### src/rtl/core/shbf_pkg.sv
`timescale 1ns / 1ps
// ----------------------------------------------------------------------------
// shbf_pkg
// Shared types, constants and the per-character mixing function of the
// string hash bucket fold core.
// ----------------------------------------------------------------------------
package shbf_pkg;

  localparam int unsigned CharW     = 8;
  localparam int unsigned HashW     = 32;
  localparam int unsigned FoldW     = 31;
  localparam int unsigned CountW    = 16;
  localparam int unsigned StepCntW  = 5;
  localparam logic [CountW-1:0] CountReset = 16'd1024;
  // One quotient bit per step across the whole folded value
  localparam logic [StepCntW-1:0] DivLastStep = StepCntW'(FoldW - 1);

  localparam int unsigned ShiftA = 13;
  localparam int unsigned ShiftB = 7;
  localparam int unsigned ShiftC = 3;
  localparam int unsigned RotL   = 2;

  // Controller to datapath commands
  typedef struct packed {
    logic mix;        // take one character into the running hash
    logic clr_val;    // force the fold value to zero
    logic div_start;  // load the divider from the fold value
    logic div_step;   // one restoring division step
    logic sum_load;   // fold value <= quotient + remainder
    logic out_load;   // copy fold value into the output register
  } cmd_t;

  // Datapath to controller status
  typedef struct packed {
    logic m_small;    // bucket count is zero or one
    logic val_ge_m;   // fold value still at or above the bucket count
    logic div_last;   // current division step is the final one
  } stat_t;

  // Mix one character into the running hash
  function automatic logic [HashW-1:0] mix_char(input logic [HashW-1:0] v_in,
                                                input logic [CharW-1:0] c);
    logic [HashW-1:0] c32;
    logic [HashW-1:0] v;
    c32 = {{(HashW-CharW){1'b0}}, c};
    v = v_in ^ (c32 << ShiftA);
    v = v + (c32 << ShiftB);
    v = v ^ c32;
    v = v ^ (c32 >> ShiftC);
    return {v[HashW-RotL-1:0], v[HashW-1:HashW-RotL]};
  endfunction

endpackage

### src/rtl/core/shbf_ctrl.sv
`timescale 1ns / 1ps
// ----------------------------------------------------------------------------
// shbf_ctrl
// Sequencer: accepts characters, runs the fold passes on the closing
// character and hands the bucket to the output register.
// ----------------------------------------------------------------------------
module shbf_ctrl
  import shbf_pkg::*;
(
  input  logic  clk_i,
  input  logic  rst_ni,
  input  logic  in_valid_i,
  input  logic  in_last_i,
  output logic  in_ready_o,
  input  logic  out_ready_i,
  output logic  out_valid_o,
  input  stat_t stat_i,
  output cmd_t  cmd_o
);

  typedef enum logic [2:0] {
    ST_IDLE,
    ST_CHECK,
    ST_DIV,
    ST_SUM,
    ST_DONE
  } state_e;

  state_e state_q, state_d;
  logic   out_valid_q, out_valid_d;
  logic   out_free;

  assign out_free    = !out_valid_q || out_ready_i;
  assign in_ready_o  = (state_q == ST_IDLE);
  assign out_valid_o = out_valid_q;

  // Next state and commands
  always_comb begin
    state_d = state_q;
    cmd_o   = '0;
    unique case (state_q)
      ST_IDLE: begin
        if (in_valid_i) begin
          cmd_o.mix = 1'b1;
          if (in_last_i) begin
            state_d = ST_CHECK;
          end
        end
      end
      ST_CHECK: begin
        if (stat_i.m_small) begin
          cmd_o.clr_val = 1'b1;
          state_d = ST_DONE;
        end else if (stat_i.val_ge_m) begin
          cmd_o.div_start = 1'b1;
          state_d = ST_DIV;
        end else begin
          state_d = ST_DONE;
        end
      end
      ST_DIV: begin
        cmd_o.div_step = 1'b1;
        if (stat_i.div_last) begin
          state_d = ST_SUM;
        end
      end
      ST_SUM: begin
        cmd_o.sum_load = 1'b1;
        state_d = ST_CHECK;
      end
      ST_DONE: begin
        if (out_free) begin
          cmd_o.out_load = 1'b1;
          state_d = ST_IDLE;
        end
      end
      default: state_d = ST_IDLE;
    endcase
  end

  // Output valid: set on load, drop when taken
  always_comb begin
    out_valid_d = out_valid_q;
    if (cmd_o.out_load) begin
      out_valid_d = 1'b1;
    end else if (out_ready_i) begin
      out_valid_d = 1'b0;
    end
  end

  // Hold state and registered outputs
  always_ff @(posedge clk_i or negedge rst_ni) begin
    if (!rst_ni) begin
      state_q     <= ST_IDLE;
      out_valid_q <= 1'b0;
    end else begin
      state_q     <= state_d;
      out_valid_q <= out_valid_d;
    end
  end

endmodule

### src/rtl/core/shbf_datapath.sv
`timescale 1ns / 1ps
// ----------------------------------------------------------------------------
// shbf_datapath
// Running hash, bucket count register, restoring divider for the fold
// passes and the output register.
// ----------------------------------------------------------------------------
module shbf_datapath
  import shbf_pkg::*;
(
  input  logic              clk_i,
  input  logic              rst_ni,
  input  logic              cfg_we_i,
  input  logic [CountW-1:0] cfg_wdata_i,
  input  logic [CharW-1:0]  char_i,
  input  logic              last_i,
  input  cmd_t              cmd_i,
  output stat_t             stat_o,
  output logic [CountW-1:0] bucket_o,
  output logic [CountW-1:0] bucket_count_o
);

  logic [CountW-1:0]   count_q;
  logic [HashW-1:0]    hash_q;
  logic [HashW-1:0]    mixed;
  logic [FoldW-1:0]    val_q;
  logic [FoldW-1:0]    quot_q;
  logic [CountW-1:0]   rem_q;
  logic [StepCntW-1:0] cnt_q;
  logic [CountW-1:0]   bucket_q;
  logic [CountW:0]     shifted;
  logic [CountW:0]     diff;
  logic                ge;
  logic [FoldW-1:0]    sum;

  assign mixed   = mix_char(hash_q, char_i);
  assign shifted = {rem_q, quot_q[FoldW-1]};
  assign ge      = (shifted >= {1'b0, count_q});
  assign diff    = shifted - {1'b0, count_q};
  assign sum     = quot_q + {{(FoldW-CountW){1'b0}}, rem_q};

  assign stat_o.m_small  = (count_q <= CountW'(1));
  assign stat_o.val_ge_m = (val_q >= {{(FoldW-CountW){1'b0}}, count_q});
  assign stat_o.div_last = (cnt_q == DivLastStep);
  assign bucket_o        = bucket_q;
  assign bucket_count_o  = count_q;

  // Config register and running hash
  always_ff @(posedge clk_i or negedge rst_ni) begin
    if (!rst_ni) begin
      count_q <= CountReset;
      hash_q  <= '0;
      cnt_q   <= '0;
    end else begin
      if (cfg_we_i) begin
        count_q <= cfg_wdata_i;
      end
      if (cmd_i.mix) begin
        hash_q <= last_i ? '0 : mixed;
      end
      if (cmd_i.div_start) begin
        cnt_q <= '0;
      end else if (cmd_i.div_step) begin
        cnt_q <= cnt_q + StepCntW'(1);
      end
    end
  end

  // Fold value, divider and output payload
  always_ff @(posedge clk_i) begin
    if (cmd_i.mix && last_i) begin
      val_q <= mixed[FoldW-1:0];
    end else if (cmd_i.clr_val) begin
      val_q <= '0;
    end else if (cmd_i.sum_load) begin
      val_q <= sum;
    end
    if (cmd_i.div_start) begin
      quot_q <= val_q;
      rem_q  <= '0;
    end else if (cmd_i.div_step) begin
      quot_q <= {quot_q[FoldW-2:0], ge};
      rem_q  <= ge ? diff[CountW-1:0] : shifted[CountW-1:0];
    end
    if (cmd_i.out_load) begin
      bucket_q <= val_q[CountW-1:0];
    end
  end

endmodule

### src/rtl/core/string_hash_bucket_fold_core.sv
`timescale 1ns / 1ps
// ----------------------------------------------------------------------------
// string_hash_bucket_fold_core
// Hashes an identifier delivered one character per item, last character
// first, and folds the hash into a bucket below the configured count.
// ----------------------------------------------------------------------------
// Usage:
//   s_axis carries one character per item in tdata; tlast marks the
//   identifier's first character, which is delivered last and closes it.
//   m_axis returns one bucket per identifier. The user must drive cfg_we_i,
//   which writes the bucket count (reset 1024), only while the core is idle;
//   the core itself does not enforce this.
// Intake and fold:
//   A character without tlast is taken and the next may follow at once.
//   The closing character starts the fold, k passes of one check state,
//   31 restoring divider steps at one quotient bit per cycle and one sum
//   state (k is zero when the masked hash is already below the count).
//   s_axis_tready_o is low during the fold.
// Reset:
//   Clears the running hash, the controller and the output valid, and sets
//   the bucket count to 1024.
// Stall:
//   A bucket waits in the output register while m_axis_tready_i is low;
//   characters of the next identifier are still taken meanwhile, and the
//   next fold holds its result until the register frees up.
// ----------------------------------------------------------------------------
module string_hash_bucket_fold_core
  import shbf_pkg::*;
(
  input  logic              clk_i,
  input  logic              rst_ni,
  input  logic              cfg_we_i,
  input  logic [CountW-1:0] cfg_wdata_i,    // bucket_count
  input  logic              s_axis_tvalid_i,
  output logic              s_axis_tready_o,
  input  logic [CharW-1:0]  s_axis_tdata_i, // [7:0] char_code
  input  logic              s_axis_tlast_i, // end_of_id
  output logic              m_axis_tvalid_o,
  input  logic              m_axis_tready_i,
  output logic [CountW-1:0] m_axis_tdata_o  // [15:0] bucket
);

  cmd_t              cmd;
  stat_t             stat;
  logic [CountW-1:0] bucket_count;

  shbf_ctrl u_ctrl (
    .clk_i       (clk_i),
    .rst_ni      (rst_ni),
    .in_valid_i  (s_axis_tvalid_i),
    .in_last_i   (s_axis_tlast_i),
    .in_ready_o  (s_axis_tready_o),
    .out_ready_i (m_axis_tready_i),
    .out_valid_o (m_axis_tvalid_o),
    .stat_i      (stat),
    .cmd_o       (cmd)
  );

  shbf_datapath u_datapath (
    .clk_i          (clk_i),
    .rst_ni         (rst_ni),
    .cfg_we_i       (cfg_we_i),
    .cfg_wdata_i    (cfg_wdata_i),
    .char_i         (s_axis_tdata_i),
    .last_i         (s_axis_tlast_i),
    .cmd_i          (cmd),
    .stat_o         (stat),
    .bucket_o       (m_axis_tdata_o),
    .bucket_count_o (bucket_count)
  );

`ifndef SYNTHESIS
  // A plain character never blocks the next one
  assert property (@(posedge clk_i) disable iff (!rst_ni)
    s_axis_tvalid_i && s_axis_tready_o && !s_axis_tlast_i |=> s_axis_tready_o)
    else $error("core stalled after a plain character");

  // A closing character starts the fold and stops intake
  assert property (@(posedge clk_i) disable iff (!rst_ni)
    s_axis_tvalid_i && s_axis_tready_o && s_axis_tlast_i |=> !s_axis_tready_o)
    else $error("intake still open during fold");

  // A delivered bucket lies below a bucket count of two or more
  assert property (@(posedge clk_i) disable iff (!rst_ni)
    m_axis_tvalid_o && (bucket_count > CountW'(1)) |-> m_axis_tdata_o < bucket_count)
    else $error("bucket not below bucket count");

  // Small bucket counts fold to zero
  assert property (@(posedge clk_i) disable iff (!rst_ni)
    m_axis_tvalid_o && (bucket_count <= CountW'(1)) |-> m_axis_tdata_o == '0)
    else $error("nonzero bucket for bucket count of one or zero");
`endif

endmodule
### config.mk
export PLATFORM = sky130hd
export DESIGN_NAME = string_hash_bucket_fold_core
export DESIGN_NICKNAME = d
export VERILOG_FILES = /design/src/rtl/core/shbf_pkg.sv /design/src/rtl/core/shbf_ctrl.sv /design/src/rtl/core/shbf_datapath.sv /design/src/rtl/core/string_hash_bucket_fold_core.sv
export SDC_FILE = /design/constraint.sdc
export NUM_CORES = 1
export LEC_CHECK = 0
export BUFFER_PORTS_ARGS = -buffer_cell sky130_fd_sc_hd__buf_2
export CORE_AREA = 5 5 202 126
export CTS_CLUSTER_SIZE = 40
export DETAILED_ROUTE_END_ITERATION = 6
export DIE_AREA = 0 0 207 131
export PLACE_DENSITY = 0.52
export SYNTH_ARGS = -nofsm -noshare
export SYNTH_HDL_FRONTEND = slang
export SYNTH_SLANG_ARGS = --single-unit
### constraint.sdc
create_clock -name clk_i -period 3.6 [get_ports clk_i]
set_input_delay 0.36 -clock clk_i [delete_from_list [all_inputs] [get_ports clk_i]]
set_output_delay 0.36 -clock clk_i [all_outputs]
set_load 0.02 [all_outputs]
==> results of run 1 <==
registers in the layout, summed over array words and instances (netlist names):
register                   flops
u_ctrl.out_valid_o             1
u_datapath.cnt_q               5
u_datapath.val_q              31
u_datapath.rem_q              16
u_ctrl.state_q                 3
u_datapath.hash_q             32
u_datapath.bucket_count_o     16
u_datapath.quot_q             31
u_datapath.bucket_o           16
power groups by stage:
stage | sequential, mW | combinational, mW | clock (mW)
floorplan | 3.09 | 3.57 | 0
finish | 3.34 | 4.66 | 1.82
CTS | 3.33 | 4.63 | 1.85
global placement | 3.37 | 4.59 | 0
global route | 3.41 | 5.16 | 1.93
detailed placement | 3.36 | 4.58 | 0
metal layers:
| layer | global-route usage [%] | up-vias | part of all wire, % |
|---|---|---|---|
| li1 | - | 3350 | - |
| met2 | 24.4 | 185 | 37 |
| met5 | 0 | - | 0 |
| met3 | 4.20 | 16 | 5.1 |
| met4 | 3.61 | 0 | 0.73 |
| met1 | 31.5 | 3360 | 57 |
cell usage after synthesis (3+ instances only):
cell type | instances | share of area (%)
nand2_1 | 81 | 3.3
a21boi_0 | 3 | 0.25
nor2b_1 | 4 | 0.27
o21ai_1 | 3 | 0.16
a22o_1 | 4 | 0.38
or2_2 | 5 | 0.34
ha_1 | 58 | 7.9
a21oi_1 | 36 | 2.0
dfxtp_1 | 16 | 3.5
and3_1 | 7 | 0.48
inv_1 | 38 | 1.6
clkbuf_1 | 20 | 0.82
nor2_1 | 40 | 1.6
o22ai_1 | 24 | 1.6
fa_1 | 3 | 0.66
o31ai_1 | 11 | 0.90
nand4_1 | 16 | 1.1
and2_1 | 4 | 0.27
nor4_1 | 9 | 0.62
a211oi_1 | 9 | 0.74
a31oi_1 | 5 | 0.34
mux2i_1 | 15 | 1.6
a2111oi_0 | 3 | 0.29
buf_6 | 5 | 0.62
buf_2 | 8 | 0.44
o21ai_0 | 64 | 3.5
nand2b_1 | 6 | 0.41
o21bai_1 | 7 | 0.57
nor3_1 | 16 | 0.87
mux2_2 | 30 | 3.7
o2bb2ai_1 | 13 | 1.2
xnor2_1 | 53 | 5.1
nand3_1 | 15 | 0.82
nor3b_1 | 3 | 0.25
o211ai_1 | 4 | 0.33
o21a_1 | 6 | 0.49
a21o_1 | 17 | 1.4
edfxtp_1 | 78 | 26
xor2_1 | 29 | 2.8
dfrtp_1 | 56 | 15
nand3b_1 | 4 | 0.33
worst register-to-register path: stages (launching register included):
cell      delay [ps]
dfstp_2          530
inv_1             70
ha_1             310
and2_0           180
a221o_1          310
a21oi_1          350
o211ai_1         240
a41o_2           480
buf_4            250
mux2_4           300
final cells by class:
cell class,instances,share of cell area [%]
clock buffers,18,4.35
inverters,38,1.38
repair buffers,63,3.79
clock inverters,14,1.32
flip-flops and latches,151,39.5
multi-input cells,650,45.8
well taps,322,3.89
cell families after synthesis:
group,count (synthesis)
flip-flops,151
multiplexers,46
AO/OA/AOI/OAI,234
XOR/XNOR,82
AND/OR/NAND/NOR,227
buffers and inverters,73
adder cells (fa/ha/maj),61
per-stage QoR:
step	area (sq um)	setup slack, ps	total power, mW
global route	10400	211	10.5
detailed placement	9770	376	7.94
floorplan	9150	583	6.66
CTS	10400	372	9.82
finish	10400	342	9.82
global placement	9770	418	7.96
worst paths after layout:
path                                            endpoint  slack [ps]
min in group clk_i         u_datapath.bucket_count_o[14]         130
max reg2reg                        u_datapath.quot_q[29]         340
min reg2reg                       u_datapath.bucket_o[0]         490
min                         u_datapath.bucket_count_o[1]         0.7
max in group asynchronous           u_datapath.hash_q[7]        2710
max                                u_datapath.quot_q[29]         340
==> metrics.cfg, run 1 <==
[status]
outcome=finished clean

[logic_synthesis]
yosys_warnings=0
synth_seq_cells=151
postSynth.asyncResetShare_pct=37.7
synth_xor_area_share_pct=7.85
synth-simple-area-share_pct=13.0
synth_cells=874
synth_top_family_by_area=compound AO/OA/AOI/OAI gates
synth_fa_ha_area_share_pct=8.59
synth_cell_types=75
ys_seq_area_share_pct=44.7
synth_compound_area_share_pct=16.9
syn-cell-area_sq_um=9150
synth_edf_count=78
synth_fp_nets=965
avgSynthCellArea_sq_um=10.5
synth_ff_type=edfxtp_1
synthMuxAreaShare_pct=5.50

[cts]
clockRootBuffer=clkbuf_16
ctsResizeCount=0
cts_max_path_buffers=2
cts_tree=done
clk_latency_ps=430
numCtsBuffers=17
ctsHoldBuffers=0
htreeDepth=4
post_cts_buffers=0
path_clk_slew_ps=70
numClockSinks=151

[critical_path]
critical_path_depth=9
critPathTopFamily=compound AO/OA/AOI/OAI gates
reg2regPathDepth=9
cp_max_fo=11
timing.rr.start=u_datapath.bucket_count_o[10]
cp_cell_sequence=inv_1 -> ha_1 -> and2_0 -> a221o_1 -> a21oi_1 -> o211ai_1 -> a41o_2 -> buf_4 -> mux2_4
critical_path_class=flip-flop to flip-flop
path_buf_inv=2
crit_start=u_datapath.bucket_count_o[10]
cp_slowest_stage_delay_ps=530
crit_arrival_ps=3440
crit_path_start_kind=flip-flop
crit_path_top_delay_cell=dfstp_2
worstPathRequired_ps=3780
worstSetupEndpointType=flip-flop

[pwr]
seq_power_share_pct=34.0
internal_power_mw=5.71
cellPowerDensity_nw_per_um2=947
swShare_pct=41.8
power.leakage_nw=4.20
pwr-share-clk_pct=18.5
ir_worst_vdd_mv=0.340
combPwrFrac_pct=47.5
p_sw_mw=4.11

[placement]
placed_cells=1224
dp_hpwl_um=19300
routabilityCongestion=0.873
io_buffers=47

[grt]
antenna_found_initial=0
grt-ovfl-total=0
grt_pass1_wl_um=39500
grt.total_usage_pct=18.9
grt_max_degree=38
grt_pass1_vias=6419

[detailed_routing]
vias_per_cell=5.50
ant_nets=0
drc=0
drt-pass1-iter-count=5
via_count=6911
wl_um=25400
drtIter0Drc=534
routedWlPerCell_um=20.3

[final_layout]
area_growth_pct=13.2
diodes=0
fillerInstances=2287
multi_input_area_sq_um=4740
area.sequential_sq_um=4090
final_common_cell=nand2_1
nets=1012
utilization_pct=44.0
layout_common_cells=81 x nand2_1, 78 x edfxtp_1, 64 x o21ai_0
final_cells=1256
drive_above_1_share_pct=16.2

[die]
dieHeight_um=131
std_cell_rows=44
start_util_pct=38.8
coreArea_sq_um=23600
dieWidth_um=207
die_area_sq_um=27100
ios=48

[sta]
hold_violations=0
period_needed_ps=3260
period_share_pct=90.5
max_slew.worst_pin.slew_ps=778
setup_viol=0
fin_hold_ws_ps=0.749
rsz0062_at_grt=false
tns_ps=0
drv_slew=0
skew_ps=9.21
fmax_mhz=307
relSlewSlack_pct=47.9

[hold_path]
hold_class=input port to asynchronous set/reset pin

[flow_run]
cap_violations=0

No activity file was read; power rests on OpenSTA's default activity.
==> run 2, diff against run 1 <==
CORE_AREA = 5 5 201 125   (was 5 5 202 126)
DIE_AREA = 0 0 206 130   (was 0 0 207 131)
SYNTH_HIERARCHICAL = 1   (was not set)
==> metrics.cfg, run 2 <==
[status]
outcome=finished clean

[detailed_routing]
via_count=6917  ; +0.087%
drt-pass1-iter-count=5  ; unchanged
drtIter0Drc=614  ; +15%
drc=0  ; unchanged
vias_per_cell=5.55  ; +0.81%
routedWlPerCell_um=20.4  ; +0.67%
wl_um=25400  ; about the same
ant_nets=0  ; unchanged

[logic_synthesis]
synth_area_leaders=edfxtp_1 26%, dfrtp_1 15%, ha_1 8.0%
synthMuxAreaShare_pct=4.95  ; -0.54 points
yosys_warnings=6  ; +6
synth_top_family_by_area=compound AO/OA/AOI/OAI gates
yosys.area.top_type=edfxtp_1
synth_seq_cells=151  ; unchanged
postSynth.asyncResetShare_pct=37.7  ; unchanged
synth_fp_nets=945  ; -2.1%
syn-cell-area_sq_um=9040  ; -1.2%
synth_xor_area_share_pct=7.80  ; -0.044 points
synth_ff_type=edfxtp_1
avgSynthCellArea_sq_um=10.6  ; +1.1%
synth_edf_count=78  ; unchanged
synth_most_common_cell=edfxtp_1
synth_top_area_share_pct=25.9  ; +0.31 points
synth_fa_ha_area_share_pct=8.69  ; +0.10 points
netlist_top_cells_count=78 x edfxtp_1, 66 x nand2_1, 58 x ha_1
ys_seq_area_share_pct=45.2  ; +0.54 points
synth_compound_area_share_pct=17.3  ; +0.47 points
synth-simple-area-share_pct=13.0  ; +0.045 points
synth_cell_types=83  ; +11%
synth_cells=854  ; -2.3%

[final_layout]
nets=1010  ; -0.20%
final_common_cell=edfxtp_1
largest_reg_flops=32  ; unchanged
diodes=0  ; unchanged
layout_common_cells=78 x edfxtp_1, 66 x nand2_1, 58 x ha_1
drive_above_1_share_pct=17.1  ; +0.89 points
area_growth_pct=15.3
regMostFlops=u_datapath/hash_q
utilization_pct=45.6  ; +1.6 points
reg_top3=u_datapath/hash_q x32, u_datapath/quot_q x31, u_datapath/val_q x31

[critical_path]
critical_path_class=flip-flop to flip-flop
cp_max_fo=30  ; +19
worstPathRequired_ps=3780  ; about the same
worstSetupEndpointType=flip-flop
critPathTopFamily=compound AO/OA/AOI/OAI gates
crit_arrival_ps=3610  ; +170 ps
crit_path_top_delay_cell=nor3_4
cp_slowest_stage_delay_ps=560  ; +30 ps
crit_path_start_kind=flip-flop
cp_cell_sequence=ha_1 -> nand2b_1 -> a21o_1 -> a21oi_1 -> o21ai_0 -> a221oi_1 -> o21a_1 -> o21ai_0 -> nand2b_1 -> nor3_4 -> buf_12 -> mux2_2
path_buf_inv=1  ; -1

[grt]
grt_pass1_wl_um=39500  ; -0.14%
grt-ovfl-total=0  ; unchanged
grt_max_degree=39  ; +2.6%
antenna_found_initial=1  ; +1
grt_pass1_vias=6524  ; +1.6%
grt.total_usage_pct=19.5  ; +0.56 points

[sta]
skew_ps=6.13  ; -3.08 ps
fmax_mhz=292  ; -5.0%
setup_viol=0  ; unchanged
hold_violations=0  ; unchanged
period_needed_ps=3430  ; +170 ps
relSlewSlack_pct=21.6  ; -26 points
drv_slew=0  ; unchanged
rsz0062_at_grt=false
max_slew.worst_pin.slew_ps=1180  ; +399 ps
worst_slack_ps=172  ; -170 ps
period_share_pct=95.2  ; +4.7 points

[hold_path]
hold_class=input port to asynchronous set/reset pin

[die]
ios=48  ; unchanged
dieHeight_um=130  ; -0.76%
std_cell_rows=43  ; -2.3%
dieWidth_um=206  ; -0.48%
die_area_sq_um=26800  ; -1.2%
coreArea_sq_um=22900  ; -3.0%
start_util_pct=39.6  ; +0.71 points

[pwr]
cellPowerDensity_nw_per_um2=993  ; +4.8%
power.leakage_nw=4.12  ; -1.8%
ir_worst_vdd_mv=0.428  ; +26%
p_total_mw=10.4  ; +5.5%

[cts]
numClockSinks=151  ; unchanged
clk_latency_ps=430  ; about the same
cts_max_path_buffers=2  ; unchanged
post_cts_buffers=0  ; unchanged
cts_tree=done
numCtsBuffers=17  ; unchanged
ctsHoldBuffers=0  ; unchanged
htreeDepth=4  ; unchanged
path_clk_slew_ps=60  ; about the same
ctsResizeCount=0  ; unchanged
clockRootBuffer=clkbuf_16

[placement]
pre_cts_ws_ps=-16.6  ; -393 ps
routabilityCongestion=0.839  ; -3.9%
dp_hpwl_um=19200  ; -0.57%
io_buffers=47  ; unchanged

[flow_run]
cap_violations=0  ; unchanged

==> run 2: cell count changes in the layout (fill, tap and decap cells not counted), sizes merged, moves of 6 or more <==
cell,delta
nand2,-15
xnor2,-15
inv,-13
nor2,+13
buf,+11
o2bb2ai,+11
xor2,+11
o21ai,-9
a31oi,+7
o21bai,-6
o31ai,-6
==> run 2: worst reg2reg max path, stage by stage, from the launching register on <==
cell and delay [ps]:
dfrtp_1 410, ha_1 290, nand2b_1 100, a21o_1 100, a21oi_1 70, o21ai_0 230
a221oi_1 200, o21a_1 230, o21ai_0 150, nand2b_1 170, nor3_4 560, buf_12 280
mux2_2 380
==> run 2: per-stage QoR <==
| step | hold WS (ps) | cells | TNS (ps) | instance area, sq um |
|---|---|---|---|---|
| CTS | 99.5 | 1247 | 0 | 10400 |
| detailed placement | 449 | 1214 | -149 | 9750 |
| global placement | 438 | 1214 | 0 | 9750 |
| global route | 139 | 1247 | 0 | 10400 |
| floorplan | 64.4 | 854 | 0 | 9040 |
| finish | 83.9 | 1247 | 0 | 10400 |
==> run 2: routing by layer <==
layer,vias to the layer above,track usage [%],wire length (um)
met5,-,0,0
met4,0,4.65,224
met3,17,3.65,1300
met2,161,24.9,9600
met1,3403,32.8,14300
li1,3336,-,-
==> run 2: cell families after synthesis <==
group	after synthesis
compound gates	232
simple gates	229
flops	151
xor+xnor	78
buf+inv	62
fa+ha+maj	61
mux	41
==> run 2: power breakdown <==
| part | internal (mW) | total, mW | switching [mW] |
|---|---|---|---|
| combinational | 2.09 | 4.99 | 2.90 |
| sequential | 2.75 | 3.35 | 0.604 |
| clock | 1.29 | 2.02 | 0.732 |
| total | 6.12 | 10.4 | 4.23 |
==> run 2: worst paths after layout <==
check / endpoint / from / depth (start not counted) / slack (ps)
setup / recovery: u_datapath/quot_q[9] / u_datapath/bucket_count_o[0] / 12 / 170
setup reg to reg: u_datapath/quot_q[9] / u_datapath/bucket_count_o[0] / 12 / 170
min in group clk_i: u_datapath/bucket_count_o[14] / cfg_wdata_i[14] / 3 / 140
hold reg to reg: u_datapath/bucket_o[0] / u_datapath/val_q[0] / 0 / 460
hold / removal: u_datapath/hash_q[2] / rst_ni / 1 / 80
max in group asynchronous: u_ctrl/out_valid_o / rst_ni / 2 / 2660
==> run 2: final cells by class <==
class / count / area, sq um
multi-input cells: 642 / 4700
repair buffers: 74 / 450
inverters: 33 / 124
well taps: 315 / 394
fillers: 2195 / 12400
clock buffers: 20 / 468
flip-flops and latches: 151 / 4090
clock inverters: 12 / 196
==> run 3, diff against run 2 <==
CORE_AREA = 5 5 214 133   (was 5 5 201 125)
DIE_AREA = 0 0 219 138   (was 0 0 206 130)
GPL_ROUTABILITY_DRIVEN = 0   (was not set)
PLACE_DENSITY = 0.47   (was 0.52)
==> metrics.cfg, run 3 (same netlist as run 2, synthesis figures left out) <==
[grt]
grt.total_usage_pct=17.9  ; -1.7 points
grt_pass1_wl_um=41500  ; +5.1%
grt_pass1_vias=6670  ; +2.2%
antenna_found_initial=0  ; -1
grt_max_degree=38  ; -2.6%
grt-ovfl-total=0  ; unchanged

[placement]
io_buffers=47  ; unchanged
dp_hpwl_um=20100  ; +4.8%
post_dp_cell_area_sq_um=9930  ; +1.8%

[cts]
clockRootBuffer=clkbuf_16
cts_tree=done
cts_max_path_buffers=2  ; unchanged
clk_latency_ps=440  ; about the same
numCtsBuffers=17  ; unchanged
htreeDepth=4  ; unchanged
path_clk_slew_ps=60  ; about the same
numClockSinks=151  ; unchanged

[sta]
period_share_pct=92.9  ; -2.3 points
skew_ps=8.07  ; +1.95 ps
period_needed_ps=3340  ; -84.5 ps
relSlewSlack_pct=37.9  ; +16 points
rsz0062_at_grt=false
max_slew.worst_pin.slew_ps=927  ; -250 ps
fmax_mhz=299  ; +2.5%
setup_viol=0  ; unchanged
tns_ps=0  ; unchanged
hold_violations=0  ; unchanged
drv_slew=0  ; unchanged

[critical_path]
rrSetupSlack_ps=260  ; +80 ps
cp_max_fo=12  ; -60%
worstPathRequired_ps=3790  ; about the same
worstSetupEndpointType=flip-flop
reg2regPathDepth=12  ; unchanged
crit_path_start_kind=flip-flop
timing.rr.start=u_datapath/val_q[0]
critical_path_class=flip-flop to flip-flop
r2r-end=u_datapath/quot_q[24]
crit_arrival_ps=3540  ; -70 ps

[final_layout]
area_growth_pct=17.7
drive_above_1_share_pct=18.5  ; +1.5 points
reg_top3=u_datapath/hash_q x32, u_datapath/quot_q x31, u_datapath/val_q x31
layout_common_cells=78 x edfxtp_1, 66 x nand2_1, 58 x ha_1
largest_reg_flops=32  ; unchanged
postLayoutCellArea_sq_um=10600  ; +2.1%
nets=1027  ; +1.7%
regMostFlops=u_datapath/hash_q
final_common_cell=edfxtp_1
fillerInstances=2586  ; +18%

[flow_run]
cap_violations=0  ; unchanged

[detailed_routing]
drtIter0Drc=552  ; -10%
drt-pass1-iter-count=5  ; unchanged
wl_um=27000  ; +6.3%
vias_per_cell=5.32  ; -4.1%
ant_nets=0  ; unchanged
drc=0  ; unchanged
via_count=6966  ; +0.71%
routedWlPerCell_um=20.6  ; +1.2%

[die]
ios=48  ; unchanged
dieHeight_um=138  ; +6.2%
dieWidth_um=219  ; +6.3%
std_cell_rows=46  ; +7.0%
coreArea_sq_um=26100  ; +14%
die_area_sq_um=30200  ; +13%
start_util_pct=34.6  ; -4.9 points

[pwr]
power.leakage_nw=4.21  ; +2.3%
ir_worst_vdd_mv=0.432  ; +1.1%
cellPowerDensity_nw_per_um2=1000  ; +0.73%

[status]
outcome=finished clean

[hold_path]
holdPathStages=3
hold_end=u_datapath/bucket_count_o[4]
hold_class=input port to flip-flop
hold_start=cfg_wdata_i[4]

-- run 3: cell count changes in the layout (fill, tap and decap cells not counted) --
cell	before	now
clkinv_4	1	0
buf_12	1	2
a221oi_2	0	1
clkinv_2	3	2
dlygate4sd3_1	0	1
clkbuf_8	1	2
diode_2	0	1
a221oi_1	1	0
buf_4	26	41
clkbuf_16	18	17
bufinv_16	5	6
inv_6	0	1
-- run 3: how the worst max path moves through the flow --
| stage | startpoint | to | depth (start not counted) | slack [ps] |
|---|---|---|---|---|
| 6_report | u_datapath/val_q[0] | u_datapath/quot_q[24] | 12 | 260 |
| 5_1_grt | u_datapath/val_q[0] | u_datapath/quot_q[17] | 12 | 20 |
| 4_1_cts | u_datapath/val_q[0] | u_datapath/rem_q[15] | 18 | 220 |
| 3_5_place_dp | u_datapath/val_q[0] | u_datapath/quot_q[2] | 14 | -220 |
| 3_3_place_gp | u_datapath/val_q[0] | u_datapath/quot_q[3] | 14 | -190 |
| 2_1_floorplan | u_datapath/bucket_count_o[0] | u_datapath/quot_q[0] | 13 | 310 |
-- run 3: metal layers --
layer  track usage (%)  routed length [um]  vias to the layer above
met5                 0                   0                        -
met4              2.84                 152                        0
li1                  -                   -                     3378
met1              30.4               15300                     3402
met3              3.99                1280                       14
met2              22.6               10300                      172
-- run 3: area by class of cell --
cell class / instances / area (sq um) / area share [%]
Timing Repair Buffer: 91 / 593 / 5.57
Multi-Input combinational cell: 642 / 4710 / 44.2
Tap cell: 360 / 450 / 4.23
Clock inverter: 12 / 221 / 2.08
Antenna cell: 1 / 2.50 / 0.0235
Sequential cell: 151 / 4090 / 38.4
Clock buffer: 20 / 457 / 4.29
Inverter: 33 / 124 / 1.16
-- run 3: what timing repair did --
action | 4_1_cts | 5_1_grt
hold buffers | 1 | 0
gates resized for setup | 0 | 1
hold endpoints to repair | 19 | 0
cloned | 1 | 0
setup buffers | 2 | 0
pin swaps | 1 | 0
setup endpoints to repair | 52 | 4
-- run 3: report_power, final --
part | leakage, nW | total [mW] | switching (mW) | internal (mW)
logic | 2.29 | 5.20 | 3.04 | 2.16
clock network | 0.323 | 2.11 | 0.778 | 1.34
registers | 1.60 | 3.34 | 0.593 | 2.75
total | 4.21 | 10.7 | 4.41 | 6.24
-- run 3: critical path, stage by stage (launching register included) --
cell and delay, ps:
edfxtp_1 400, inv_1 80, ha_1 270, nand2b_1 90, a21o_1 110, a21oi_1 60
o21ai_0 220, a221oi_2 140, o21a_1 210, o21ai_0 160, nand2b_1 190, nor3_2 750
mux2_2 410
-- run 3: per-stage QoR --
step                      total power [mW]  cells  setup slack, ps  hold WS, ps  util, %
after floorplan                       6.79    854              311         64.4        -
after global placement                8.51   1273             -193          388     38.0
after detailed placement              8.45   1273             -217          381     38.0
after CTS                             10.7   1309              215          119     40.7
after global routing                  11.4   1309             23.9          132     40.7
final                                 10.7   1310              256          139     40.7
